[src/gttc_pkg.sv]
// ----------------------------------------------------------------------------
// gttc_pkg
// Shared types, column constants and the hex digit decoder for the text line
// to CAN frame receiver.
// ----------------------------------------------------------------------------
package gttc_pkg;

    localparam int MAX_DATA_BYTES_DEF = 8;
    localparam int NUM_BYTE_PORTS     = 8;

    localparam logic [7:0] CHAR_NEWLINE = 8'd10;
    localparam logic [7:0] CHAR_OWN     = 8'h54;

    localparam logic [5:0] COL_MIN_LINE   = 6'd21;
    localparam logic [5:0] COL_OWN        = 6'd13;
    localparam logic [5:0] COL_ID_FIRST   = 6'd15;
    localparam logic [5:0] COL_ID_LAST    = 6'd22;
    localparam int         COL_DATA_FIRST = 24;
    localparam int         SLOT_PITCH     = 3;
    localparam logic [5:0] COL_MAX        = 6'd63;

    localparam logic [1:0] ST_FRAME = 2'd0;
    localparam logic [1:0] ST_SHORT = 2'd1;
    localparam logic [1:0] ST_OWN   = 2'd2;

    typedef struct packed {
        logic [1:0]                           status;
        logic [31:0]                          can_id;
        logic [3:0]                           data_count;
        logic [NUM_BYTE_PORTS-1:0][7:0]       data_bytes;
    } t_result;

    typedef struct packed {
        logic       is_hex;
        logic [3:0] value;
    } t_hex;

    function automatic t_hex hex_decode(input logic [7:0] c);
        t_hex h;
        h.is_hex = 1'b1;
        h.value  = 4'd0;
        if (c >= 8'h30 && c <= 8'h39) begin
            h.value = 4'(c - 8'h30);
        end else if (c >= 8'h41 && c <= 8'h46) begin
            h.value = 4'(c - 8'h37);
        end else if (c >= 8'h61 && c <= 8'h66) begin
            h.value = 4'(c - 8'h57);
        end else begin
            h.is_hex = 1'b0;
        end
        return h;
    endfunction

endpackage

[src/gateway_text_line_to_can_frame_top.sv]
// ----------------------------------------------------------------------------
// gateway_text_line_to_can_frame_top
// Parses a text gateway character stream into CAN frame results.
//
// Input channel: one ASCII character per transfer (i_valid / o_stall).
// A newline ends a line; each non-empty line gives one result on the output
// channel (o_valid / i_stall): frame status, identifier, data byte count and
// up to eight data bytes. Short lines and own transmitted lines give only a
// status with all other fields zero.
// A newline is registered in the input register, and its result is loaded
// into the result register once that register is free.
// Throughput: one character per cycle while not stalled; the column compares
// and the hex digit shift all fit in the single step between the two registers.
// Reset clears the line state and both valid flags; no item is in flight.
// While the receiver stalls a waiting result, ordinary characters keep
// flowing; only a newline that ends a line waits in the input register, and
// then o_stall holds further characters back.
// ----------------------------------------------------------------------------
module gateway_text_line_to_can_frame_top #(
    parameter int MAX_DATA_BYTES = gttc_pkg::MAX_DATA_BYTES_DEF
) (
    input  logic        i_clk,
    input  logic        i_rst_n,
    input  logic        i_valid,
    output logic        o_stall,
    input  logic [7:0]  i_char_in,
    output logic        o_valid,
    input  logic        i_stall,
    output logic [1:0]  o_status,
    output logic [31:0] o_can_id,
    output logic [3:0]  o_data_count,
    output logic [7:0]  o_byte_0,
    output logic [7:0]  o_byte_1,
    output logic [7:0]  o_byte_2,
    output logic [7:0]  o_byte_3,
    output logic [7:0]  o_byte_4,
    output logic [7:0]  o_byte_5,
    output logic [7:0]  o_byte_6,
    output logic [7:0]  o_byte_7
);
    import gttc_pkg::*;

    logic       r_in_valid;
    logic [7:0] r_char;

    logic    w_emit;
    logic    w_out_free;
    logic    w_advance;
    t_result w_result;
    t_result w_out;

    // a character moves on unless it ends a line and the result register is busy
    assign w_advance = !w_emit || w_out_free;
    assign o_stall   = r_in_valid && !w_advance;

    always_ff @(posedge i_clk) begin
        if (!i_rst_n) begin
            r_in_valid <= 1'b0;
        end else if (!o_stall) begin
            r_in_valid <= i_valid;
        end
    end

    always_ff @(posedge i_clk) begin
        if (i_valid && !o_stall) begin
            r_char <= i_char_in;
        end
    end

    gttc_line_parser #(
        .MAX_DATA_BYTES (MAX_DATA_BYTES)
    ) u_parser (
        .i_clk     (i_clk),
        .i_rst_n   (i_rst_n),
        .i_valid   (r_in_valid),
        .i_advance (w_advance),
        .i_char    (r_char),
        .o_emit    (w_emit),
        .o_result  (w_result)
    );

    gttc_out_reg u_out (
        .i_clk    (i_clk),
        .i_rst_n  (i_rst_n),
        .i_load   (w_emit && w_out_free),
        .i_result (w_result),
        .i_stall  (i_stall),
        .o_free   (w_out_free),
        .o_valid  (o_valid),
        .o_result (w_out)
    );

    assign o_status     = w_out.status;
    assign o_can_id     = w_out.can_id;
    assign o_data_count = w_out.data_count;
    assign o_byte_0     = w_out.data_bytes[0];
    assign o_byte_1     = w_out.data_bytes[1];
    assign o_byte_2     = w_out.data_bytes[2];
    assign o_byte_3     = w_out.data_bytes[3];
    assign o_byte_4     = w_out.data_bytes[4];
    assign o_byte_5     = w_out.data_bytes[5];
    assign o_byte_6     = w_out.data_bytes[6];
    assign o_byte_7     = w_out.data_bytes[7];

endmodule

[src/gttc_line_parser.sv]
// ----------------------------------------------------------------------------
// gttc_line_parser
// Per-line state: column counter, own-line flag, identifier and data byte
// accumulation. Builds the result word when a line ends.
// ----------------------------------------------------------------------------
module gttc_line_parser #(
    parameter int MAX_DATA_BYTES = gttc_pkg::MAX_DATA_BYTES_DEF
) (
    input  logic              i_clk,
    input  logic              i_rst_n,
    input  logic              i_valid,
    input  logic              i_advance,
    input  logic [7:0]        i_char,
    output logic              o_emit,
    output gttc_pkg::t_result o_result
);
    import gttc_pkg::*;

    logic [5:0]  r_column,     n_column;
    logic        r_own_line,   n_own_line;
    logic [31:0] r_id_accum,   n_id_accum;
    logic        r_id_open,    n_id_open;
    logic [3:0]  r_byte_count, n_byte_count;
    logic        r_data_open,  n_data_open;
    logic [7:0]  r_data_store [MAX_DATA_BYTES];

    t_hex                     w_hex;
    logic                     w_newline;
    logic                     w_step;
    logic [MAX_DATA_BYTES-1:0] w_wr_first;
    logic [MAX_DATA_BYTES-1:0] w_wr_second;
    logic [MAX_DATA_BYTES-1:0] w_close;
    logic [NUM_BYTE_PORTS-1:0][7:0] w_bytes;

    assign w_hex     = hex_decode(i_char);
    assign w_newline = (i_char == CHAR_NEWLINE);
    assign w_step    = i_valid && i_advance && !w_newline;
    assign o_emit    = i_valid && w_newline && (r_column != 6'd0);

    // one pair of column matches per data slot
    for (genvar i = 0; i < MAX_DATA_BYTES; i++) begin : g_slot
        localparam logic [5:0] COL_FIRST  = 6'(COL_DATA_FIRST + SLOT_PITCH * i);
        localparam logic [5:0] COL_SECOND = 6'(COL_DATA_FIRST + SLOT_PITCH * i + 1);
        logic w_first_hit;
        logic w_second_hit;

        assign w_first_hit  = w_step && r_data_open && (r_column == COL_FIRST)
                              && (r_byte_count == 4'(i));
        assign w_second_hit = w_step && r_data_open && (r_column == COL_SECOND)
                              && (r_byte_count == 4'(i + 1));
        assign w_wr_first[i]  = w_first_hit && w_hex.is_hex;
        assign w_close[i]     = w_first_hit && !w_hex.is_hex;
        assign w_wr_second[i] = w_second_hit && w_hex.is_hex;

        always_ff @(posedge i_clk) begin
            if (w_wr_first[i]) begin
                r_data_store[i] <= {4'd0, w_hex.value};
            end else if (w_wr_second[i]) begin
                r_data_store[i] <= {r_data_store[i][3:0], w_hex.value};
            end
        end
    end

    for (genvar j = 0; j < NUM_BYTE_PORTS; j++) begin : g_byte
        if (j < MAX_DATA_BYTES) begin : g_used
            assign w_bytes[j] = (4'(j) < r_byte_count) ? r_data_store[j] : 8'd0;
        end else begin : g_unused
            assign w_bytes[j] = 8'd0;
        end
    end

    always_comb begin
        o_result = '0;
        if (r_column < COL_MIN_LINE) begin
            o_result.status = ST_SHORT;
        end else if (r_own_line) begin
            o_result.status = ST_OWN;
        end else begin
            o_result.status     = ST_FRAME;
            o_result.can_id     = r_id_accum;
            o_result.data_count = r_byte_count;
            o_result.data_bytes = w_bytes;
        end
    end

    always_comb begin
        n_column     = r_column;
        n_own_line   = r_own_line;
        n_id_accum   = r_id_accum;
        n_id_open    = r_id_open;
        n_byte_count = r_byte_count;
        n_data_open  = r_data_open;
        if (i_valid && i_advance) begin
            if (w_newline) begin
                n_column     = 6'd0;
                n_own_line   = 1'b0;
                n_id_accum   = 32'd0;
                n_id_open    = 1'b1;
                n_byte_count = 4'd0;
                n_data_open  = 1'b1;
            end else begin
                if (r_column == COL_OWN && i_char == CHAR_OWN) begin
                    n_own_line = 1'b1;
                end
                if (r_column >= COL_ID_FIRST && r_column <= COL_ID_LAST && r_id_open) begin
                    if (w_hex.is_hex) begin
                        n_id_accum = {r_id_accum[27:0], w_hex.value};
                    end else begin
                        n_id_open = 1'b0;
                    end
                end
                if (|w_wr_first) begin
                    n_byte_count = r_byte_count + 4'd1;
                end
                if (|w_close) begin
                    n_data_open = 1'b0;
                end
                if (r_column != COL_MAX) begin
                    n_column = r_column + 6'd1;
                end
            end
        end
    end

    always_ff @(posedge i_clk) begin
        if (!i_rst_n) begin
            r_column     <= 6'd0;
            r_own_line   <= 1'b0;
            r_id_accum   <= 32'd0;
            r_id_open    <= 1'b1;
            r_byte_count <= 4'd0;
            r_data_open  <= 1'b1;
        end else begin
            r_column     <= n_column;
            r_own_line   <= n_own_line;
            r_id_accum   <= n_id_accum;
            r_id_open    <= n_id_open;
            r_byte_count <= n_byte_count;
            r_data_open  <= n_data_open;
        end
    end

endmodule

[src/gttc_out_reg.sv]
// ----------------------------------------------------------------------------
// gttc_out_reg
// Result register on the output channel; holds a result until the receiver
// takes it and reports when it can load a new one.
// ----------------------------------------------------------------------------
module gttc_out_reg (
    input  logic              i_clk,
    input  logic              i_rst_n,
    input  logic              i_load,
    input  gttc_pkg::t_result i_result,
    input  logic              i_stall,
    output logic              o_free,
    output logic              o_valid,
    output gttc_pkg::t_result o_result
);
    import gttc_pkg::*;

    logic    r_valid;
    t_result r_result;

    // free when empty or when the held result transfers this cycle
    assign o_free   = !r_valid || !i_stall;
    assign o_valid  = r_valid;
    assign o_result = r_result;

    always_ff @(posedge i_clk) begin
        if (!i_rst_n) begin
            r_valid <= 1'b0;
        end else if (i_load) begin
            r_valid <= 1'b1;
        end else if (!i_stall) begin
            r_valid <= 1'b0;
        end
    end

    always_ff @(posedge i_clk) begin
        if (i_load) begin
            r_result <= i_result;
        end
    end

endmodule

[config.mk]
export PLATFORM = sky130hd
export DESIGN_NAME = gateway_text_line_to_can_frame_top
export DESIGN_NICKNAME = d
export VERILOG_FILES = /design/src/gttc_pkg.sv /design/src/gateway_text_line_to_can_frame_top.sv /design/src/gttc_line_parser.sv /design/src/gttc_out_reg.sv
export SDC_FILE = /design/constraint.sdc
export NUM_CORES = 1
export LEC_CHECK = 0
export BUFFER_PORTS_ARGS = -buffer_cell sky130_fd_sc_hd__buf_2
export CAP_MARGIN = 10
export CORE_ASPECT_RATIO = 1.1
export CORE_MARGIN = 1.5
export CORE_UTILIZATION = 61
export DETAILED_ROUTE_END_ITERATION = 16
export PLACE_DENSITY_LB_ADDON = 0.3
export SYNTH_ARGS = -nofsm -noshare
export SYNTH_HDL_FRONTEND = slang
export SYNTH_SLANG_ARGS = --single-unit
[constraint.sdc]
create_clock -name i_clk -period 11.24 [get_ports i_clk]
set_input_delay 1.686 -clock i_clk [delete_from_list [all_inputs] [get_ports i_clk]]
set_output_delay 1.686 -clock i_clk [all_outputs]
set_load 0.02 [all_outputs]
* Word-level counts from Yosys, hierarchy flattened *
Memory sizes are Yosys's and may differ from the RTL's.
Cells that the tools add are included.

word-level totals
  register bits after elaboration = 157
  latch bits = 0
  RAM bits = 64
  bits in read-only memories = 0
  bits of input ports = 12
  output and inout bits = 104
  word-level logic and storage cells = 292
  memories = 1

memories
  name                   words  bits a word  rd ports  clocked after Yosys merged registers in  wr ports  line                    source
  u_parser.r_data_store  8      8            8         0                                        1         gttc_line_parser.sv:25  logic [7:0] r_data_store [MAX_DATA_BYTES];

operators by class
  add/subtract/negate cells = 5
  $mul = 0
  divide/modulo/power cells = 0
  magnitude comparators = 17
  eq/ne operators = 30
  shift-type cells = 0
  mux-type cells = 92
  bitwise logic cells = 16
  reduce and logical (&&, ||, !) cells = 111

operators by type and width
  operator                                                           count
  2-to-1 mux 8 bit                                                   15
  2-to-1 mux 32 bit                                                  3
  OR reduction 8 bit                                                 9
  logical AND 1 bit                                                  70
  equality test 6 bit, second input constant                         10
  2-to-1 mux 1 bit                                                   59
  equality test 6 x 5 -> 1 bit, second input constant                6
  OR reduction 3 bit                                                 8
  2-to-1 mux 3 bit                                                   7
  2-to-1 mux 4 bit                                                   5
  equality test 4 x 3 -> 1 bit, second input constant                4
  greater-or-equal comparator 8 x 7 -> 1 bit, second input constant  2
  <= comparator 8 x 7 -> 1 bit, second input constant                2
  < comparator 3 x 4 -> 1 bit, first input constant                  4
  2-to-1 mux 6 bit                                                   2
  nonzero test 2 bit                                                 6
  equality test 4 x 2 -> 1 bit, second input constant                2
  equality test 8 x 4 -> 1 bit, second input constant                1
  equality test 8 x 7 -> 1 bit, second input constant                1
  greater-or-equal comparator 8 x 6 -> 1 bit, second input constant  1
  <= comparator 8 x 6 -> 1 bit, second input constant                1
  < comparator 1 x 4 -> 1 bit, first input constant                  2
  < comparator 2 x 4 -> 1 bit, first input constant                  2
  NOT 1 bit                                                          8
  22 further kinds                                                   41

* Logic depth before layout (Yosys ltp) *
Gate-level depths: netlist of run 1.

  depth in word-level cells = 23
  gate-level depth with buffers = 10
  depth with buffers taken out = 8

* Modules after synthesis *
A second synthesis of run 1 with hierarchy kept.

unflattened totals
  cell total of the unflattened synthesis = 597
  area total of the unflattened synthesis = 8555.7 µm²

modules (own cells, without submodules)
  module                              instances  cells each  area an instance (µm²)  sequential area each (µm²)
  gttc_line_parser                    1          477         5162.5                  2822.7
  gttc_out_reg                        1          106         3098.0                  3083.0
  gateway_text_line_to_can_frame_top  1          14          295.3                   260.2

* Worst setup path before layout of run 1 *
OpenSTA, ideal clock, no wires.

  path kind = input to register
  start point = input port i_stall
  end point = register, netlist name u_out.o_result[0]
  library setup time = 0.565 ns
  arrival = 6.108 ns
  data required time = 10.675 ns
  setup slack = 4.567 ns
  cell stages on the path = 2
  path buffers = 0
  cells stage by stage = and2_1 nor2_1

on the way
  word-level cells in the longest chain between the ends = 3

ends and longest elaborated chain
  item               line                                      source
  start, declared    gateway_text_line_to_can_frame_top.sv:28  input logic i_stall,
  logical NOT 1 bit  gttc_out_reg.sv:22                        assign o_free = !r_valid || !i_stall;
  logical OR 1 bit   gttc_out_reg.sv:22
  logical AND 1 bit  gateway_text_line_to_can_frame_top.sv:85  .i_load (w_emit && w_out_free),
  net u_out.i_load   gttc_out_reg.sv:9                         input logic i_load,

The timed path passes the listed nets, and every way through them passes these cells.
A chain may end at the register's enable or synchronous reset.

* Worst setup path in the final report of run 1 *
  start point = register r_char[0]
  end point = output port o_stall

on the way
  word-level cells in the longest chain between the ends = 7

ends and longest elaborated chain
  item                            line                                      source
  start, declared                 gateway_text_line_to_can_frame_top.sv:44  logic [7:0] r_char;
  start signal, assigned          gateway_text_line_to_can_frame_top.sv:66  r_char <= i_char_in;
  equality test 8 x 4 -> 1 bit    gttc_line_parser.sv:36                    assign w_newline = (i_char == CHAR_NEWLINE);
  logical AND 1 bit (2 in a row)  gttc_line_parser.sv:38                    assign o_emit = i_valid && w_newline && (r_column != 6'd0);
  logical NOT 1 bit               gateway_text_line_to_can_frame_top.sv:53  assign w_advance = !w_emit || w_out_free;
  logical OR 1 bit                gateway_text_line_to_can_frame_top.sv:53
  logical NOT 1 bit               gateway_text_line_to_can_frame_top.sv:54  assign o_stall = r_in_valid && !w_advance;
  logical AND 1 bit               gateway_text_line_to_can_frame_top.sv:54
  end, declared                   gateway_text_line_to_can_frame_top.sv:25  output logic o_stall,

Every way passes these cells.

==> results of run 1 <==
[routing by layer]
metal / up-vias / routed length [microns]
li1: 2412 / -
met1: 2449 / 6450
met2: 155 / 7810
met3: 34 / 826
met4: 0 / 514
met5: - / 0
[power groups by stage]
stage | sequential, mW | clock (mW) | combinational, mW
floorplan | 0.895 | 0 | 0.0134
global placement | 0.896 | 0 | 0.0202
detailed placement | 0.896 | 0 | 0.0208
CTS | 0.879 | 0.676 | 0.0211
global route | 0.879 | 0.708 | 0.0241
finish | 0.879 | 0.667 | 0.0216
[cells in the mapped netlist (4+ instances only)]
| cell type | number |
|---|---|
| clkbuf_1 | 22 |
| nand3_1 | 8 |
| a21o_1 | 6 |
| a21oi_1 | 11 |
| nor2_1 | 26 |
| or2_2 | 5 |
| edfxtp_1 | 174 |
| nand4_1 | 4 |
| nor2b_1 | 6 |
| dfxtp_1 | 47 |
| inv_1 | 13 |
| a22o_1 | 33 |
| ha_1 | 13 |
| and3_1 | 18 |
| o21ai_0 | 7 |
| nand2_1 | 23 |
| nor3_1 | 6 |
| and2_1 | 117 |
[cells in the final DEF, fill, tap and decap left out, types with 2 or more instances in the layout]
cell type	instances
buf_2	115
buf_4	6
or3_1	3
a21o_1	6
and3_1	18
dfxtp_1	47
or3b_1	2
o2111ai_1	3
nand2_1	23
and2_1	117
edfxtp_1	174
nand4b_1	2
nand2b_1	2
or2_1	2
nor3b_1	2
or2_2	5
a21boi_0	3
clkbuf_1	7
nor4b_1	2
nor3_1	6
ha_1	13
clkinv_2	3
xnor2_1	2
nand3b_1	2
nor4_1	3
nand3_1	8
a21oi_1	11
o21ai_0	7
inv_1	13
nor2b_1	5
a22o_1	33
nor2_1	24
clkbuf_16	21
clkbuf_8	3
nand4_1	4
[layout make-up]
cell class,count,area share (%)
Timing Repair Buffer,122,6.34
Multi-Input combinational cell,336,22.8
Clock buffer,31,5.91
Tap cell,188,2.35
Sequential cell,221,61.5
Inverter,13,0.487
Clock inverter,7,0.649
[sequential cells by signal, summed over array words and instances, names as in the netlist, 4 cells and up]
register               flops
u_parser.r_id_accum       32
r_char                     8
u_parser.r_column          6
u_out.o_result           102
u_parser.r_byte_count      4
u_parser.r_data_store     64
[critical path: stages, from the launching register on]
cell	delay (ns)
edfxtp_1	0.46
inv_1	0.15
ha_1	0.15
nor3b_1	0.33
and2_0	0.34
o211ai_1	0.24
nor2_1	0.22
buf_2	0.20
[cell families (layout without fill, tap and decap cells)]
logic type	count (synthesis)	count (layout)	synth area share, %
flip-flops	221	221	72.1
AO/OA/AOI/OAI	79	79	7.29
XOR/XNOR	2	2	0.205
multiplexers	2	2	0.249
adder cells (fa/ha/maj)	13	13	1.90
AND/OR/NAND/NOR	240	240	16.7
buffers and inverters	35	173	1.54
[metrics by stage]
| stage | hold WS (ns) | total power [mW] | worst slack (ns) |
|---|---|---|---|
| 2_1_floorplan | 0.441 | 0.909 | 4.57 |
| 3_3_place_gp | 0.458 | 0.916 | 7.38 |
| 3_5_place_dp | 0.460 | 0.917 | 7.28 |
| 4_1_cts | 0.480 | 1.58 | 6.96 |
| 5_1_grt | 0.505 | 1.61 | 6.74 |
| 6_report | 0.475 | 1.57 | 6.97 |
[path summary, 6_finish.rpt]
path                                          endpoint  cells past startpoint                            startpoint  slack (ns)
setup reg to reg      u_out.o_result[45]$_SDFFCE_PP0P_                      7                   r_char[0]$_DFFE_PP_        7.54
hold reg to reg   u_parser.r_id_accum[29]$_SDFFE_PN0P_                      1  u_parser.r_id_accum[29]$_SDFFE_PN0P_        0.48
hold / removal    u_parser.r_id_accum[29]$_SDFFE_PN0P_                      1  u_parser.r_id_accum[29]$_SDFFE_PN0P_        0.48
setup / recovery                               o_stall                      7                   r_char[0]$_DFFE_PP_        6.97
==> key figures, run 1 <==
Place
  – Inst Count DP: 879
  – Gp weighted congestion: 0.873
  – Post-DP Area: 9360 sq um
  – Post-DP HPWL: 10400 microns
  – I/O Buffers: 115

Route
  – DR iter-0 viols: 343
  – Via count: 5050
  – Via/cell ratio: 5.50
  – Post-DRT Antenna Nets: 0
  – Residual DRC count: 0
  – Drt first pass iters: 5
  – DRT Wirelength: 15600 microns
  – Wire per inst: 17.0 microns

CTS
  – CTS max path bufs: 3
  – Num CTS Buffers: 21
  – # H-tree levels: 1
  – CTS Hold Bufs: 0
  – Clk root buf: clkbuf_16
  – Clk_lat worst skew: 0.49 ns
  – TritonCTS clock tree: built
  – Clock slew at reported path FFs: 0.06 ns
  – Setup Fix Bufs, Post-CTS: 0
  – CTS resizes: 0
  – Clk sink count: 221

Worst setup path
  – CP Data Required Time: 9.55 ns
  – CP Max Fanout: 6
  – Arrival @ worst endpoint: 2.58 ns
  – Setup Crit Path Kind: reg2out
  – Critical Path End Type: output pin
  – Startpoint Class: flop

Layout
  – Final core occ: 73.0%
  – Layout Nets: 740
  – Share of cells above drive strength 1: 23.0%
  – Fillers: 905
  – FF/Latch Area: 6170 sq um
  – Multi-input logic area: 2280 sq um
  – Post-route cell area: 10000 sq um
  – Ant diodes: 0
  – Fin cells: 918
  – Area delta synth->final: 17.3%

Logic synthesis
  – Mapped Area: 8550 sq um
  – Register area share after synthesis: 72.1%
  – Share of the synthesized area in the top cell type: 61.1%
  – Net Count, Synth: 617
  – Post-Syn Instances: 592
  – Syn avg cell area: 14.4 sq um
  – Synth async-reset ratio: 0%
  – Synth top area cells: edfxtp_1 61%, dfxtp_1 11%, and2_1 8.6%
  – Main flop type after synthesis: edfxtp_1
  – Netlist cell types: 54
  – Yosys top cell by area: edfxtp_1
  – Seq cells post-synth: 221
  – Post-synth EDFFs: 174
  – Synth warnings: 0

Global routing
  – GRT met2 Usage: 36.1%
  – Met1 Use GR: 28.2%
  – First-pass GRT wire length: 24400 microns
  – GRT Total Usage: 21.3%
  – Most Crowded Layer GR: met2
  – GRT met3 Usage: 2.99%
  – Vias in the first global route: 4871
  – Grt total ovfl: 0
  – Initial antenna violation count: 0
  – Largest net degree at the start of global routing: 73

Floorplanning
  – I/O pin total: 116
  – Core area: 13700 sq um
  – Die Y-Extent: 127 microns
  – Die span in x: 116 microns
  – Initial Utilization: 62.2%
  – Die area: 14700 sq um
  – Std cell rows: 45

Timing
  – Worst Clk Skew: 0.0141 ns
  – Fin. Hold Viols: 0
  – Slew Limit Fails: 0
  – Post-layout min period: 4.27 ns
  – RSZ-0062 raised after global routing: no
  – Final clock period utilization by the worst path: 38.0%
  – Worst rel slew slack: 32.7%
  – Final setup TNS: 0 ns
  – Slew at the pin with the worst max-slew slack: 1.01 ns
  – # setup viols final: 0
  – Fmax: 234 MHz

Power
  – P_sw: 0.295 mW
  – Peak supply drop: 0.122 mV
  – Leakage: 3.68 nW
  – Internal power: 1.27 mW
  – Gate power share: 1.4%
  – Seq pwr share: 56.1%
  – Pwr Density: 156 nW/um^2
  – Switching Share: 18.8%
  – Clock power frac: 42.5%

Worst hold path
  – Hold WC Path Type: reg2reg

Flow run
  – Max_cap viols: 0

Status
  – Run status: finished clean
(Power assumes the default switching activity.)
==> run 2, diff against run 1 <==
Settings changed: CORE_UTILIZATION 61 to 51.
Clock period 11.24 ns to 3.7 ns, I/O delays scaled along.
==> run 2 against run 1 <==
  * First-iteration DRC count increased by 20%
  * Clock skew decreased by 0.0066 ns
  * Clock-buffer cell count is the same
  * Die area rose by 19%
  * Highest routed layer unchanged
  * Sequential power increased to 3.0 times the previous value
  * Global-route usage decreased by 2.8 points
==> key figures, run 2 (same netlist as run 1, synthesis figures left out) <==
Power
  – Peak supply drop: 0.377 mV
  – Leakage: 3.74 nW
  – Pwr Density: 498 nW/um^2

Layout
  – Multi-input logic area: 2280 sq um
  – Fillers: 1210
  – Share of cells above drive strength 1: 23.8%
  – Final core occ: 62.3%
  – Layout Nets: 744
  – Area delta synth->final: 19.3%
  – Largest register FFs: 102
  – FF/Latch Area: 6170 sq um
  – Commonest non-fill, non-tap cells in the layout: 174 x edfxtp_1, 117 x and2_1, 115 x buf_2
  – Ant diodes: 0
  – Fin cells: 939
  – Most common cell after layout, fill and taps aside: edfxtp_1

Worst setup path
  – WP buf/inv: 1
  – Crit path cell chain: inv_1 -> ha_1 -> o21bai_1 -> a2111oi_4 -> o2111ai_2 -> or4_4 -> nor4b_4 -> or2_1
  – Worst Setup SP: r_char[0]$_DFFE_PP_
  – CP Max Fanout: 8
  – Max incr delay on CP: 0.59 ns
  – Largest delay contributor family on the critical path: simple AND/OR/NAND/NOR gates
  – Startpoint Class: flop
  – Setup Crit Path Kind: reg2reg
  – CP Data Required Time: 3.86 ns
  – Reg2reg start: r_char[0]$_DFFE_PP_
  – Critical Path End Type: flop
  – Arrival @ worst endpoint: 3.47 ns
  – CP max-delay cell: a2111oi_4

Place
  – Gp weighted congestion: 0.896
  – Inst Count DP: 899
  – Post-DP HPWL: 10900 microns
  – I/O Buffers: 115

CTS
  – Clk sink count: 221
  – # H-tree levels: 1
  – Clk_lat worst skew: 0.50 ns
  – Num CTS Buffers: 22
  – CTS Hold Bufs: 0
  – Clock slew at reported path FFs: 0.06 ns
  – TritonCTS clock tree: built
  – CTS max path bufs: 3
  – Clk root buf: clkbuf_16
  – CTS resizes: 0
  – Setup Fix Bufs, Post-CTS: 0

Floorplanning
  – Die span in x: 126 microns
  – I/O pin total: 116
  – Core area: 16400 sq um
  – Std cell rows: 49
  – Die area: 17500 sq um
  – Die Y-Extent: 139 microns
  – Initial Utilization: 52.2%

Global routing
  – Grt total ovfl: 0
  – Vias in the first global route: 5006
  – Initial antenna violation count: 0
  – GRT Total Usage: 18.5%
  – Largest net degree at the start of global routing: 103
  – First-pass GRT wire length: 25700 microns

Timing
  – RSZ-0062 raised after global routing: no
  – Slew Limit Fails: 0
  – # setup viols final: 0
  – Final setup TNS: 0 ns
  – Worst rel slew slack: 40.1%
  – Worst Clk Skew: 0.00747 ns
  – Fmax: 302 MHz
  – Post-layout min period: 3.31 ns
  – Fin. Hold Viols: 0
  – Slew at the pin with the worst max-slew slack: 0.885 ns
  – Final clock period utilization by the worst path: 89.4%

Worst hold path
  – Min-delay src: i_char_in[7]
  – Hold WC Path Type: in2reg

Route
  – Drt first pass iters: 5
  – Post-DRT Antenna Nets: 0
  – DRT Wirelength: 16300 microns
  – Residual DRC count: 0
  – Via count: 5083
  – Via/cell ratio: 5.41
  – DR iter-0 viols: 413
  – Wire per inst: 17.4 microns

Flow run
  – Max_cap viols: 0

Status
  – Run status: finished clean
[run 2: cell types whose count changed in the layout (fill, tap and decap cells not counted), sizes merged]
| cell | previous run | this run |
|---|---|---|
| buf | 122 | 125 |
| bufinv | 1 | 3 |
| clkinvlp | 1 | 2 |
| inv | 14 | 13 |
[run 2: layer usage]
metal / GRT usage, % / up-vias / routed length, microns
met3: 3.51 / 46 / 965
met2: 32.0 / 188 / 8090
li1: - / 2421 / -
met5: 0 / - / 0
met4: 8.35 / 0 / 601
met1: 22.5 / 2428 / 6650
[run 2: where the power goes]
group          total [mW]  leakage, nW  internal (mW)  switching [mW]
sequential           2.67         1.85           2.66          0.0131
clock                2.34        0.376           1.45           0.892
combinational      0.0673         1.51         0.0232          0.0441
[run 2: worst paths after layout]
path / end / slack, ns / cells after the start
max reg2reg: u_parser.r_data_store[1][30]$_SDFFCE_PN0P_ / 0.39 / 8
max: u_parser.r_data_store[1][30]$_SDFFCE_PN0P_ / 0.39 / 8
min: r_char[7]$_DFFE_PP_ / 0.23 / 1
min reg2reg: u_parser.r_id_accum[29]$_SDFFE_PN0P_ / 0.48 / 1
[run 2: through the flow]
stage | hold slack (ns) | setup slack [ns] | cell area (sq um) | total power [mW]
2_1_floorplan | 0.441 | 0.0963 | 8560 | 2.76
3_3_place_gp | 0.455 | 0.663 | 9420 | 2.79
3_5_place_dp | 0.463 | 0.416 | 9420 | 2.79
4_1_cts | 0.211 | 0.390 | 10200 | 5.11
5_1_grt | 0.211 | 0.184 | 10200 | 5.21
6_report | 0.228 | 0.390 | 10200 | 5.08
[run 2: area by class of cell]
type                    count  area share (%)
clock inverters             9            1.20
multi-input cells         336            22.4
inverters                  13           0.479
well taps                 204            2.50
repair buffers            125            6.50
flip-flops and latches    221            60.5
clock buffers              31            6.44
[run 2: worst reg2reg max path, delay by kind of cell (launching register included)]
kind / cells / cell delay (ns)
and+or+nand+nor: 3 / 1.27
adders and majority gates: 1 / 0.19
AOI/OAI and AO/OA: 3 / 0.88
DFF: 1 / 0.47
buffers and inverters: 1 / 0.16
